## src/hw/rtl/nlsc_pkg.sv

```systemverilog
package nlsc_pkg;

  // parse phase codes
  localparam logic [1:0] PH_LEN  = 2'd0;
  localparam logic [1:0] PH_HEAD = 2'd1;
  localparam logic [1:0] PH_BODY = 2'd2;

  // configuration register indexes
  localparam logic CFG_LEN_BYTES = 1'b0;
  localparam logic CFG_CODEC     = 1'b1;

  // header layout constants
  localparam logic [7:0] AVC_TYPE_MASK  = 8'h1F;
  localparam logic [7:0] HEVC_TYPE_MASK = 8'h7E;
  localparam logic [7:0] AVC_NRI_MASK   = 8'h60;
  localparam logic [7:0] AVC_AUD_TYPE   = 8'h09;
  localparam logic [5:0] HEVC_AUD_TYPE  = 6'd35;
  localparam logic [7:0] AVC_AUD_TAIL   = 8'hF0;
  localparam logic [7:0] SC_ZERO        = 8'h00;
  localparam logic [7:0] SC_ONE         = 8'h01;

  localparam int unsigned BURST_MAX = 7;

  // up to seven bytes caused by one input item, byte 0 goes out first
  typedef struct packed {
    logic [2:0]                     cnt;
    logic [BURST_MAX-1:0][7:0]      bytes;
  } burst_t;

  // prefix width with out-of-range codes folded into 1..4
  function automatic logic [2:0] prefix_width(input logic [2:0] code);
    logic [2:0] w;
    begin
      if (code == 3'd0) begin
        w = 3'd1;
      end else if (code > 3'd4) begin
        w = 3'd4;
      end else begin
        w = code;
      end
      return w;
    end
  endfunction

endpackage

```

## src/hw/rtl/nlsc_parser.sv

```systemverilog
module nlsc_parser
  import nlsc_pkg::*;
(
  input  logic       clk,
  input  logic       rst_n,
  input  logic       accept,
  input  logic [7:0] data_byte,
  input  logic       first_of_sample,
  input  logic       last_of_sample,
  input  logic [2:0] length_field_bytes,
  input  logic       codec_is_avc,
  output burst_t     burst
);

  typedef struct packed {
    burst_t burst;
    logic   seen;
    logic   drop;
  } start_res_t;

  logic [1:0]  phase_r, phase_nxt;
  logic [2:0]  lbs_r, lbs_nxt;
  logic [31:0] nal_len_r, nal_len_nxt;
  logic [31:0] left_r, left_nxt;
  logic        seen_r, seen_nxt;
  logic        drop_r, drop_nxt;

  // start of a nal: keep or drop a delimiter, insert the avc delimiter
  function automatic start_res_t nal_start(input logic [7:0] hdr, input logic has_byte,
                                           input logic avc, input logic seen);
    start_res_t r;
    logic       is_aud;
    begin
      r = '0;
      if (avc) begin
        is_aud = has_byte && ((hdr & AVC_TYPE_MASK) == AVC_AUD_TYPE);
      end else begin
        is_aud = has_byte && (hdr[6:1] == HEVC_AUD_TYPE);
      end
      r.seen = 1'b1;
      if (is_aud && seen) begin
        r.drop = 1'b1;
      end else if (!seen && !is_aud && avc) begin
        r.burst.bytes[0] = (hdr & AVC_NRI_MASK) | AVC_AUD_TYPE;
        r.burst.bytes[1] = AVC_AUD_TAIL;
        r.burst.bytes[2] = SC_ZERO;
        r.burst.bytes[3] = SC_ZERO;
        r.burst.bytes[4] = SC_ZERO;
        r.burst.bytes[5] = SC_ONE;
        r.burst.bytes[6] = hdr;
        r.burst.cnt      = has_byte ? 3'd7 : 3'd6;
      end else begin
        r.burst.bytes[0] = SC_ZERO;
        r.burst.bytes[1] = SC_ZERO;
        r.burst.bytes[2] = SC_ZERO;
        r.burst.bytes[3] = SC_ONE;
        r.burst.bytes[4] = hdr;
        r.burst.cnt      = has_byte ? 3'd5 : 3'd4;
      end
      return r;
    end
  endfunction

  logic [1:0]  ph;
  logic [2:0]  lbs;
  logic [31:0] nal_len;
  logic [31:0] left;
  logic        seen;
  logic        drop;
  logic [31:0] left_dec;
  logic [31:0] nal_len_sh;
  logic [2:0]  lbs_inc;
  start_res_t  sr;

  // per-item parse step
  always_comb begin
    ph         = first_of_sample ? PH_LEN : phase_r;
    lbs        = first_of_sample ? 3'd0   : lbs_r;
    nal_len    = first_of_sample ? 32'd0  : nal_len_r;
    left       = first_of_sample ? 32'd0  : left_r;
    seen       = first_of_sample ? 1'b0   : seen_r;
    drop       = first_of_sample ? 1'b0   : drop_r;
    left_dec   = left - 32'd1;
    nal_len_sh = {nal_len[23:0], data_byte};
    lbs_inc    = lbs + 3'd1;
    sr         = nal_start(data_byte, 1'b1, codec_is_avc, seen);
    burst      = '0;
    phase_nxt  = ph;
    lbs_nxt    = lbs;
    nal_len_nxt = nal_len;
    left_nxt   = left;
    seen_nxt   = seen;
    drop_nxt   = drop;
    unique case (ph)
      PH_HEAD: begin
        burst     = sr.burst;
        seen_nxt  = sr.seen;
        drop_nxt  = sr.drop;
        left_nxt  = left_dec;
        phase_nxt = (left_dec == 32'd0) ? PH_LEN : PH_BODY;
      end
      PH_BODY: begin
        if (!drop) begin
          burst.cnt      = 3'd1;
          burst.bytes[0] = data_byte;
        end
        left_nxt  = left_dec;
        phase_nxt = (left_dec == 32'd0) ? PH_LEN : PH_BODY;
      end
      default: begin
        phase_nxt = PH_LEN;
        if (lbs_inc >= prefix_width(length_field_bytes)) begin
          lbs_nxt     = 3'd0;
          nal_len_nxt = 32'd0;
          if (nal_len_sh == 32'd0) begin
            sr       = nal_start(8'd0, 1'b0, codec_is_avc, seen);
            burst    = sr.burst;
            seen_nxt = sr.seen;
            drop_nxt = sr.drop;
          end else begin
            left_nxt  = nal_len_sh;
            phase_nxt = PH_HEAD;
          end
        end else begin
          lbs_nxt     = lbs_inc;
          nal_len_nxt = nal_len_sh;
        end
      end
    endcase
  end

  // parse state, cleared after the last byte of a sample
  always_ff @(posedge clk) begin
    if (!rst_n) begin
      phase_r   <= PH_LEN;
      lbs_r     <= 3'd0;
      nal_len_r <= 32'd0;
      left_r    <= 32'd0;
      seen_r    <= 1'b0;
      drop_r    <= 1'b0;
    end else if (accept) begin
      if (last_of_sample) begin
        phase_r   <= PH_LEN;
        lbs_r     <= 3'd0;
        nal_len_r <= 32'd0;
        left_r    <= 32'd0;
        seen_r    <= 1'b0;
        drop_r    <= 1'b0;
      end else begin
        phase_r   <= phase_nxt;
        lbs_r     <= lbs_nxt;
        nal_len_r <= nal_len_nxt;
        left_r    <= left_nxt;
        seen_r    <= seen_nxt;
        drop_r    <= drop_nxt;
      end
    end
  end

endmodule

```

## src/hw/rtl/nlsc_burst_buf.sv

```systemverilog
module nlsc_burst_buf
  import nlsc_pkg::*;
(
  input  logic       clk,
  input  logic       rst_n,
  input  logic       load,
  input  burst_t     burst,
  output logic       in_ready,
  output logic       out_valid,
  output logic [7:0] out_byte,
  output logic       out_last,
  input  logic       out_ready
);

  logic [2:0]                cnt_r, cnt_nxt;
  logic [BURST_MAX-1:0][7:0] data_r, data_nxt;
  logic                      take;

  // byte 0 of the held burst is on the output
  assign out_valid = (cnt_r != 3'd0);
  assign out_byte  = data_r[0];
  assign out_last  = (cnt_r == 3'd1);
  assign take      = out_valid && out_ready;
  assign in_ready  = (cnt_r == 3'd0) || (out_last && out_ready);

  // load a new burst or shift out one byte
  always_comb begin
    cnt_nxt  = cnt_r;
    data_nxt = data_r;
    if (load && (burst.cnt != 3'd0)) begin
      cnt_nxt  = burst.cnt;
      data_nxt = burst.bytes;
    end else if (take) begin
      cnt_nxt  = cnt_r - 3'd1;
      data_nxt = {8'd0, data_r[BURST_MAX-1:1]};
    end
  end

  always_ff @(posedge clk) begin
    if (!rst_n) begin
      cnt_r <= 3'd0;
    end else begin
      cnt_r <= cnt_nxt;
    end
  end

  always_ff @(posedge clk) begin
    data_r <= data_nxt;
  end

endmodule

```

## src/hw/rtl/nal_length_prefix_to_start_code.sv

```systemverilog
// Converts length-prefixed NAL units of a video sample into a start-code stream.
// Input channel: one sample byte per item in in_tdata, in_tuser marks the first
// byte of a sample and in_tlast its final byte. Each NAL length prefix is
// big-endian, cfg register 0 sets its width in bytes, register 1 picks AVC (1)
// or HEVC (0) header layout. Write configuration only while the block is idle.
// Output channel: one byte per item, out_tlast marks the final byte caused by
// one input item. An input item causes zero to seven output bytes.
// The first output byte is registered and appears in the cycle after input accept.
// Throughput: one input item per cycle while each causes at most one byte and
// the receiver is ready; an item that causes more bytes holds the input until
// the burst buffer has shifted out the last byte of that burst.
// A stalled receiver holds the current byte; new input waits until the last
// byte of the held burst is taken, so the input stays blocked for the stall.
// Reset clears the parse state and the burst buffer; registers return to a
// prefix width of four bytes and HEVC layout.
module nal_length_prefix_to_start_code
  import nlsc_pkg::*;
(
  input  logic       clk,
  input  logic       rst_n,
  input  logic       in_tvalid,
  output logic       in_tready,
  input  logic [7:0] in_tdata,   // data_byte
  input  logic       in_tuser,   // first_of_sample
  input  logic       in_tlast,   // last_of_sample
  output logic       out_tvalid,
  input  logic       out_tready,
  output logic [7:0] out_tdata,  // out_byte
  output logic       out_tlast,  // out_last
  input  logic       cfg_we,
  input  logic       cfg_addr,
  input  logic [2:0] cfg_wdata
);

  logic [2:0] len_bytes_r;
  logic       avc_r;
  logic       accept;
  burst_t     burst;

  // configuration registers
  always_ff @(posedge clk) begin
    if (!rst_n) begin
      len_bytes_r <= 3'd4;
      avc_r       <= 1'b0;
    end else if (cfg_we) begin
      unique case (cfg_addr)
        CFG_LEN_BYTES: len_bytes_r <= cfg_wdata;
        CFG_CODEC:     avc_r       <= cfg_wdata[0];
        default:       ;
      endcase
    end
  end

  assign accept = in_tvalid && in_tready;

  nlsc_parser u_parser (
    .clk                (clk),
    .rst_n              (rst_n),
    .accept             (accept),
    .data_byte          (in_tdata),
    .first_of_sample    (in_tuser),
    .last_of_sample     (in_tlast),
    .length_field_bytes (len_bytes_r),
    .codec_is_avc       (avc_r),
    .burst              (burst)
  );

  nlsc_burst_buf u_buf (
    .clk       (clk),
    .rst_n     (rst_n),
    .load      (accept),
    .burst     (burst),
    .in_ready  (in_tready),
    .out_valid (out_tvalid),
    .out_byte  (out_tdata),
    .out_last  (out_tlast),
    .out_ready (out_tready)
  );

endmodule

```

## config.mk

```make
export PLATFORM = sky130hd
export DESIGN_NAME = nal_length_prefix_to_start_code
export DESIGN_NICKNAME = d
export VERILOG_FILES = /design/src/hw/rtl/nlsc_pkg.sv /design/src/hw/rtl/nlsc_parser.sv /design/src/hw/rtl/nlsc_burst_buf.sv /design/src/hw/rtl/nal_length_prefix_to_start_code.sv
export SDC_FILE = /design/constraint.sdc
export NUM_CORES = 1
export LEC_CHECK = 0
export BUFFER_PORTS_ARGS = -buffer_cell sky130_fd_sc_hd__buf_2
export CAP_MARGIN = 20
export CORE_UTILIZATION = 30
export DETAILED_ROUTE_END_ITERATION = 8
export GPL_ROUTABILITY_DRIVEN = 0
export HOLD_SLACK_MARGIN = 0.05
export PLACE_DENSITY_LB_ADDON = 0.15
export SLEW_MARGIN = 25
export SYNTH_ARGS = -nofsm -noshare
export SYNTH_HDL_FRONTEND = slang
export SYNTH_SLANG_ARGS = --single-unit
```

## constraint.sdc

```tcl
create_clock -name clk -period 5.96 [get_ports clk]
set_input_delay 0.596 -clock clk [delete_from_list [all_inputs] [get_ports clk]]
set_output_delay 0.596 -clock clk [all_outputs]
set_load 0.02 [all_outputs]
```

==> results.toml <==
[run_status]
outcome = "complete, no violations"

[sta]
tightest_slew_ns = 0.779
grt_setup_unrepaired = "false"
setup_ws_ns = 2.23
slew-limit-headroom = 0.480
max_freq_ghz = 0.268
post-route-period-util = 0.625
finalCriticalPeriod_ns = 3.73
hold_viol_final = 0
drv_slew = 0
final.setup_skew_ns = 0.00712
holdWs_ns = 0.406
setup_viol = 0
tns_ns = 0

[floorplan]
start_util = 0.307
fp.dieW_microns = 155
placement_rows = 55
die_y_microns = 155
die-area_sq_um = 23900
io_pins = 30
core-area_sq_um = 22800

[setup_path]
critPathRequiredTime_ns = 6.23
critPathCaptureType = "register"
cpPeakStageDelay_ns = 0.63
cp_slowest_cell = "ha_1"
crit_chain = "buf_2 -> inv_1 -> nand2_1 -> inv_1 -> ha_1 -> inv_1 -> and3_1 -> a21o_1 -> a21oi_1 -> a21o_1 -> buf_4 -> a32oi_1 -> nand2_1"
critPathMaxFanout = 51
worstSetupPathType = "primary input to register"
crit_path_start_kind = "primary input"
cp_common_cell = "inv_1"
reg2reg_slack_ns = 2.58
cp.arrival_ns = 4.00

[clock_tree]
cts-buffers-inserted = 17
clock_latency_ns = 0.42
clock_path_buffers = 2
cts_resized = 0
cts_tree = "built"
cts_hold_buf = 0
cts.sinks = 126
clk_pin_slew_ns = 0.06
cts.htree.levels = 4
post_cts_buffers = 0
cts_root_buffer = "clkbuf_16"

[layout]
stdcell_count = 1097
multi_input_area_sq_um = 3580
layout_common_cells = "nand2_1, dfxtp_1, nor2b_1, edfxtp_1, and2_1"
register_area_sq_um = 3080
drive_gt1_frac = 0.112
antenna_cells = 0
final_common_cell = "nand2_1"
area_delta_synth_final_pct = 13.8
fin_nets = 801
nFillCells = 2314

[synthesis]
synthCells = 772
synth.distinct_cells = 71
syn_nets = 802
ys_seq_area_frac = 0.441
synth.top_cells.by_area = "edfxtp_1, dfxtp_1, nand2_1"
syn_avg_cell_area_sq_um = 9.06
yosys.area.top_type = "edfxtp_1"
synth_top_area_share = 0.241
async_flop_share = 0
ys.flop_type = "dfxtp_1"
synth_edf_count = 56
synth_area_sq_um = 6990
ys_ff_latch = 126
ys_warn_count = 0

[placed_design]
dp_slack_ns = 1.88
io_buffer_count = 29
placedCellCount = 1065
dpl.hpwl_microns = 13400

[routing]
drt-initial-drc-count = 470
vias_per_cell = 5.43
wl_microns = 20000
drcViolationCount = 0
dr.pass1.iters = 6
wl_per_cell_microns = 18.2
vias = 5953
antenna_left = 0

[grt]
grt.overflow.total = 0
grt_use_total = 0.173
grt_pass1_vias = 5687
antenna_found_initial = 0
grt_pass1_wl_microns = 32000
grt_start_max_net_pins = 72

[power_and_ir_drop]
vdd_drop_max_mv = 0.163
p_sw_frac = 0.331
total_power_w = 0.00302
switchingPower_w = 0.000999
cell_internal_pwr_w = 0.00202
p_per_area_nw_per_um2 = 379
power.share.sequential = 0.386
power.share.combinational = 0.253
p_leak_nw = 2.93
power_frac_clock = 0.361

[min_path]
hold_path.class = "primary input to register"

[job]
cap_violations = 0
sequential cells by signal (all words and copies together), names as in the netlist:
name	cells
u_parser.drop_r	1
u_parser.nal_len_r	24
u_parser.seen_r	1
u_parser.phase_r	2
u_buf.data_r	48
len_bytes_r	3
avc_r	1
u_buf.cnt_r	3
u_parser.lbs_r	3
u_parser.left_r	32
u_buf.out_byte	8
final cells by class:
class | count | share of cell area
Multi-Input combinational cell | 570 | 0.450
Sequential cell | 126 | 0.387
Clock buffer | 17 | 0.0535
Tap cell | 313 | 0.0492
Timing Repair Buffer | 40 | 0.0286
Clock inverter | 15 | 0.0233
Inverter | 16 | 0.00755
metrics by stage:
step | util | instance area, sq um
global placement | 0.322 | 7340
finish | 0.349 | 7960
floorplan | - | 6990
detailed placement | 0.322 | 7340
CTS | 0.349 | 7950
global route | 0.349 | 7960
metal layers:
metal  up-vias  GRT usage  routed length (microns)
met3        37     0.0364                     1150
met2       202      0.254                     8510
met5         -          0                        0
met1      2884      0.246                     9940
met4         0     0.0660                      385
li1       2830          -                        -
worst max-delay path, delay by kind of cell:
family / cells / cell delay [ns]
adder cells (fa/ha/maj): 1 / 0.63
AO/OA/AOI/OAI: 4 / 0.87
buffers and inverters: 5 / 1.27
AND/OR/NAND/NOR: 3 / 0.60
path summary, 6_finish.rpt:
check	cells past startpoint	end	startpoint
worst min-delay path	3	len_bytes_r[2]$_SDFFE_PN1P_	cfg_wdata[2]
worst max register to register	9	u_buf.data_r[40]$_DFFE_PP_	u_parser.lbs_r[0]$_SDFFE_PN0P_
worst max-delay path	13	u_buf.out_byte[3]$_DFFE_PP_	in_tuser
worst min register to register	2	u_buf.out_byte[5]$_DFFE_PP_	u_buf.data_r[13]$_DFFE_PP_
synth_stat cells, types with 16 or more instances:
master	instances
o21ai_0	32
inv_1	16
nor4_1	18
and2_1	42
nor2b_1	56
dfxtp_1	70
nor2_1	41
nand3_1	24
a21oi_1	32
edfxtp_1	56
clkbuf_1	42
nand2_1	94
nor3_1	28
a22oi_1	36
cells by family after synthesis:
| group | after synthesis | synth area share |
|---|---|---|
| compound gates | 186 | 0.188 |
| xor+xnor | 17 | 0.0213 |
| fa+ha+maj | 11 | 0.0197 |
| buf+inv | 76 | 0.0483 |
| flops | 126 | 0.441 |
| mux | 9 | 0.0134 |
| simple gates | 347 | 0.268 |
power groups by stage:
stage          clock [W]  sequential (W)  combinational [W]
2_1_floorplan          0         0.00117           0.000574
3_3_place_gp           0         0.00118           0.000753
3_5_place_dp           0         0.00118           0.000763
4_1_cts          0.00111         0.00117           0.000766
5_1_grt          0.00115         0.00118           0.000844
6_report         0.00109         0.00117           0.000763
Power figures use the tool's default switching activity.
